<file path="config.mk">
export PLATFORM = sky130hd
export DESIGN_NAME = gct_ctrl
export DESIGN_NICKNAME = d
export VERILOG_FILES = /design/src/sv/gct_pkg.sv /design/src/sv/gct_ctrl.sv
export SDC_FILE = /design/constraint.sdc
export NUM_CORES = 1
export LEC_CHECK = 0
export BUFFER_PORTS_ARGS = -buffer_cell sky130_fd_sc_hd__clkbuf_2
export CAP_MARGIN = 15
export CELL_PAD_IN_SITES_DETAIL_PLACEMENT = 0
export CELL_PAD_IN_SITES_GLOBAL_PLACEMENT = 1
export CORE_AREA = 5 5 42 44
export CTS_CLUSTER_DIAMETER = 200
export DETAILED_ROUTE_END_ITERATION = 8
export DIE_AREA = 0 0 47 49
export PLACE_DENSITY = 0.65
export REMOVE_ABC_BUFFERS = 1
export SKIP_CTS_REPAIR_TIMING = 1
export SYNTH_ARGS = -nofsm -noshare
export SYNTH_HDL_FRONTEND = slang
export SYNTH_SLANG_ARGS = --single-unit
</file>
<file path="constraint.sdc">
create_clock -name aclk -period 2.5 [get_ports aclk]
set_input_delay 0.125 -clock aclk [delete_from_list [all_inputs] [get_ports aclk]]
set_output_delay 0.125 -clock aclk [all_outputs]
set_load 0.05 [all_outputs]
</file>
<file path="src/sv/gct_pkg.sv">
`timescale 1ns / 1ps
// Shared types, codes and defaults for the grid cell triangulator.
// No dependencies; gct_ctrl, gct_datapath and the top level import it.
package gct_pkg;

    // Default geometry and index width
    localparam int GRID_W_DEF     = 32;
    localparam int GRID_H_DEF     = 32;
    localparam int INDEX_BITS_DEF = 16;

    // Fixed field widths of the channel words
    localparam int KIND_W   = 2;
    localparam int COORD_W  = 5;
    localparam int VIDX_W   = 16;
    localparam int CORNER_W = 16;

    // Input word kinds
    localparam logic [KIND_W-1:0] KIND_INSERT = 2'd0;
    localparam logic [KIND_W-1:0] KIND_ROW    = 2'd1;
    localparam logic [KIND_W-1:0] KIND_CLEAR  = 2'd2;

    typedef struct packed {
        logic [KIND_W-1:0]  kind;
        logic [COORD_W-1:0] cell_x;
        logic [COORD_W-1:0] cell_y;
        logic [VIDX_W-1:0]  vertex_index;
    } gct_in_t;

    typedef struct packed {
        logic [CORNER_W-1:0] corner_a;
        logic [CORNER_W-1:0] corner_b;
        logic [CORNER_W-1:0] corner_c;
        logic                has_triangle;
        logic                last;
    } gct_out_t;

    // Controller to datapath commands
    typedef struct packed {
        logic load;     // capture the accepted input word
        logic clr_wr;   // write one empty cell of the clearing sweep
        logic ins_rd;   // read the target cell of an insert
        logic ins_wr;   // store the index if the cell was empty
        logic scan;     // run the row scan pipeline
        logic flush;    // close the row with the last result
    } gct_cmd_t;

    // Datapath to controller status
    typedef struct packed {
        logic clr_last;   // sweep is at the final cell
        logic scan_done;  // every column read and evaluated
        logic flush_done; // final result moved to the output register
    } gct_sts_t;

endpackage

</file>
<file path="src/sv/gct_ctrl.sv">
`timescale 1ns / 1ps
// Controller state machine of the grid cell triangulator.
// Depends on gct_pkg for the command and status structs and the kind codes.
module gct_ctrl (
    input  logic                      aclk,
    input  logic                      aresetn,
    input  logic                      s_valid,
    output logic                      s_ready,
    input  logic [gct_pkg::KIND_W-1:0] kind,
    input  gct_pkg::gct_sts_t         sts,
    output gct_pkg::gct_cmd_t         cmd
);
    import gct_pkg::*;

    localparam logic [2:0] ST_CLEAR  = 3'd0;
    localparam logic [2:0] ST_IDLE   = 3'd1;
    localparam logic [2:0] ST_INS_RD = 3'd2;
    localparam logic [2:0] ST_INS_WR = 3'd3;
    localparam logic [2:0] ST_SCAN   = 3'd4;
    localparam logic [2:0] ST_FLUSH  = 3'd5;

    logic [2:0] state_reg;
    logic [2:0] state_next;

    // State register; reset starts with the clearing sweep
    always_ff @(posedge aclk) begin
        if (!aresetn) begin
            state_reg <= ST_CLEAR;
        end else begin
            state_reg <= state_next;
        end
    end

    assign s_ready = (state_reg == ST_IDLE);

    // Next state and commands
    always_comb begin
        state_next = state_reg;
        cmd        = '0;
        unique case (state_reg)
            ST_CLEAR: begin
                cmd.clr_wr = 1'b1;
                if (sts.clr_last) begin
                    state_next = ST_IDLE;
                end
            end
            ST_IDLE: begin
                if (s_valid) begin
                    cmd.load = 1'b1;
                    unique case (kind)
                        KIND_INSERT: state_next = ST_INS_RD;
                        KIND_ROW:    state_next = ST_SCAN;
                        KIND_CLEAR:  state_next = ST_CLEAR;
                        default:     state_next = ST_IDLE;
                    endcase
                end
            end
            ST_INS_RD: begin
                cmd.ins_rd = 1'b1;
                state_next = ST_INS_WR;
            end
            ST_INS_WR: begin
                cmd.ins_wr = 1'b1;
                state_next = ST_IDLE;
            end
            ST_SCAN: begin
                cmd.scan = 1'b1;
                if (sts.scan_done) begin
                    state_next = ST_FLUSH;
                end
            end
            ST_FLUSH: begin
                cmd.flush = 1'b1;
                if (sts.flush_done) begin
                    state_next = ST_IDLE;
                end
            end
            default: begin
                state_next = ST_IDLE;
            end
        endcase
    end

endmodule

</file>
==> flow_metrics.py <==
metrics = {
    "worst_setup_path": {
        "worstSetupPathType": "register to output pin",
        "crit_arrival_ns": 1.39,
        "path_cells": "nor2b_1, and2_1, clkbuf_2",
        "required_ns": 2.38,
        "r2r-start": "state_reg[2]",
        "cpPeakStageDelay_ns": 0.45,
        "crit_path_start_kind": "register",
        "crit_slowest_cell": "dfxtp_1",
        "rr_endpoint": "state_reg[2]",
        "reg2regPathDepth": 3,
        "critPathMaxFanout": 9,
        "crit_path_end_kind": "output pin",
        "reg2reg_slack_ns": 1.24,
    },
    "synth": {
        "synth-edff-count": 0,
        "syn-mean-instance-area_sq_um": 9.16,
        "synthTopCellsByArea": "dfxtp_1, mux2i_1, a221oi_2",
        "yosysUniqueCellTypes": 20,
        "ys_seq_area_share_pct": 23.4,
        "netlist_instances": 28,
        "yosys_warnings": 0,
        "synth_compound_area_share_pct": 16.6,
        "synth_area_leader_cell": "dfxtp_1",
        "synthAdderAreaFrac_pct": 0,
        "yosysMostFrequentCell": "dfxtp_1",
        "synth_xor_xnor_area_share_pct": 0,
        "syn_area_sq_um": 256,
        "synthMuxAreaShare_pct": 13.2,
        "synth_seq_cells": 3,
        "synth_top_cell_area_share_pct": 23.4,
        "synth_top_family_by_area": "simple AND/OR/NAND/NOR gates",
        "ys_dominant_reg_cell": "dfxtp_1",
        "ys_async_sr_fraction_pct": 0,
        "yosys.area_share.simple_pct": 41.0,
    },
    "global_routing": {
        "grt_max_degree": 13,
        "grt_pass1_wl_mm": 1.07,
        "grt_usage_pct": 6.82,
        "first_global_vias": 250,
        "antenna_found_initial": 0,
        "grt.overflow.total": 0,
    },
    "hold_path": {
        "hold_end": "state_reg[2]",
        "min_path_cells": 3,
        "min-delay-start": "aresetn",
        "hold_class": "primary input to register",
    },
    "pwr": {
        "p_leak_nw": 0.167,
        "irDropWorstVdd_mv": 0.211,
        "power_density_nw_per_um2": 564,
    },
    "placement": {
        "gp_congestion": 0.622,
        "dp_hpwl_microns": 494,
        "port_buffers": 14,
        "place_ws_ns": 1.21,
        "dpl_cell_area_sq_um": 335,
    },
    "timing": {
        "fin_crit_ns": 1.51,
        "hold_violations": 0,
        "setup-violations-final": 0,
        "relSlewSlack_pct": 71.6,
        "drv_slew": 0,
        "setup_ws_ns": 0.986,
        "min_period_over_period_pct": 60.6,
        "rsz0062_at_grt": "no",
        "tns_ns": 0,
        "worst_pin_slew_ns": 0.425,
        "max_freq_mhz": 660,
        "clock_skew_ns": 0.000745,
    },
    "finish": {
        "largest_reg_flops": 3,
        "fin_area_sq_um": 362,
        "fin_util_pct": 25.8,
        "layout-area-overhead-vs-synth_pct": 41.0,
        "diodes": 0,
        "layout-drive-gt1-share_pct": 51.1,
        "fin_nets": 54,
    },
    "clock_network": {
        "clockBufferDepth": 2,
        "htree_levels": 1,
        "clk_pin_slew_ns": 0.04,
        "cts-root-buf": "clkbuf_4",
        "cts_sinks": 3,
        "clk_latency_ns": 0.23,
        "cts_tree": "built",
        "numCtsBuffers": 3,
    },
    "route": {
        "met2_length_microns": 307,
        "routed-wl-met3_microns": 62,
        "drtAntennaViolNets": 0,
        "post-route-drc-count": 0,
        "vias": 259,
        "wire_per_inst_microns": 10.5,
        "wl_microns": 641,
        "highest_layer": "met3",
        "drt_iter0_markers": 1,
        "vias_per_cell": 4.25,
        "firstDrtPassIters": 2,
        "drt-met1-wl_microns": 272,
    },
    "floorplan": {
        "die_y_microns": 49,
        "core_area_sq_um": 1400,
        "die_x_microns": 47,
        "rows": 14,
        "dieArea_sq_um": 2300,
        "io_pins": 15,
        "start_util_pct": 18.3,
    },
    "status": {
        "status": "finished, final reports clean",
    },
    "flow_run": {
        "max_cap_violations": 0,
    },
}
## worst max path at each step
stage	slack (ns)	to	depth (start not counted)	startpoint
floorplan	0.57	state_reg[0]	3	state_reg[0]
global placement	1.20	cmd[0]	3	state_reg[0]
detailed placement	1.21	cmd[5]	3	state_reg[0]
CTS	0.96	cmd[5]	3	state_reg[0]
global route	0.86	cmd[5]	3	state_reg[0]
finish	0.99	cmd[0]	3	state_reg[0]
## placed cells by master (no fill, tap or decap)
| cell type | Yosys | layout |
|---|---|---|
| a31oi_1 | 1 | 1 |
| nor3b_2 | 1 | 1 |
| nor2_1 | 2 | 2 |
| nor2b_1 | 2 | 2 |
| a22oi_2 | 1 | 1 |
| and2_2 | 1 | 1 |
| clkbuf_1 | 0 | 1 |
| nor3_1 | 2 | 2 |
| clkbuf_4 | 0 | 3 |
| inv_1 | 1 | 1 |
| nand2_1 | 2 | 2 |
| nand4bb_1 | 1 | 1 |
| and2_1 | 2 | 2 |
| nor3b_1 | 1 | 1 |
| mux2i_1 | 2 | 2 |
| clkbuf_2 | 0 | 14 |
| mux2i_2 | 1 | 1 |
| dfxtp_1 | 3 | 3 |
| nand2b_1 | 1 | 1 |
| a211o_1 | 1 | 1 |
| a221oi_2 | 1 | 1 |
| and3b_2 | 1 | 1 |
## routing by layer
metal / global-route usage (%) / vias to the layer above
li1: - / 135
met2: 9.05 / 11
met4: 4.15 / 0
met5: 0 / -
met3: 4.43 / 0
met1: 7.88 / 113
## cells by family (layout without fill, tap and decap cells)
logic type / count (synthesis) / count (layout)
and+or+nand+nor: 16 / 16
buffers and inverters: 2 / 19
AOI/OAI and AO/OA: 4 / 4
muxes: 3 / 3
DFF: 3 / 3
## worst max-delay path, delay by kind of cell (launching register included)
family	cells	cell delay [ns]
flip-flops	1	0.45
AND/OR/NAND/NOR	2	0.43
buffers and inverters	1	0.27
## power by group
part	switching, mW	leakage, nW	internal [mW]	total [mW]
logic	0.0394	0.128	0.0219	0.0612
clock network	0.0255	0.0150	0.0598	0.0854
registers	0.00654	0.0246	0.0509	0.0575
total	0.0714	0.167	0.133	0.204
## through the flow
| stage | instances | hold slack (ns) | total power [mW] |
|---|---|---|---|
| after floorplan | 27 | 0.273 | 0.103 |
| after global placement | 57 | 0.387 | 0.120 |
| after detailed placement | 57 | 0.385 | 0.120 |
| after CTS | 61 | 0.133 | 0.210 |
| after global routing | 61 | 0.150 | 0.224 |
| final | 61 | 0.140 | 0.204 |
## final cells by class
cell class	count	area (sq um)
Multi-Input combinational cell	23	181
Inverter	1	3.75
Tap cell	16	20.0
Sequential cell	3	60.1
Timing Repair Buffer	14	70.1
Fill cell	168	1040
Clock buffer	4	26.3
No activity file was read; power rests on OpenSTA's default activity.
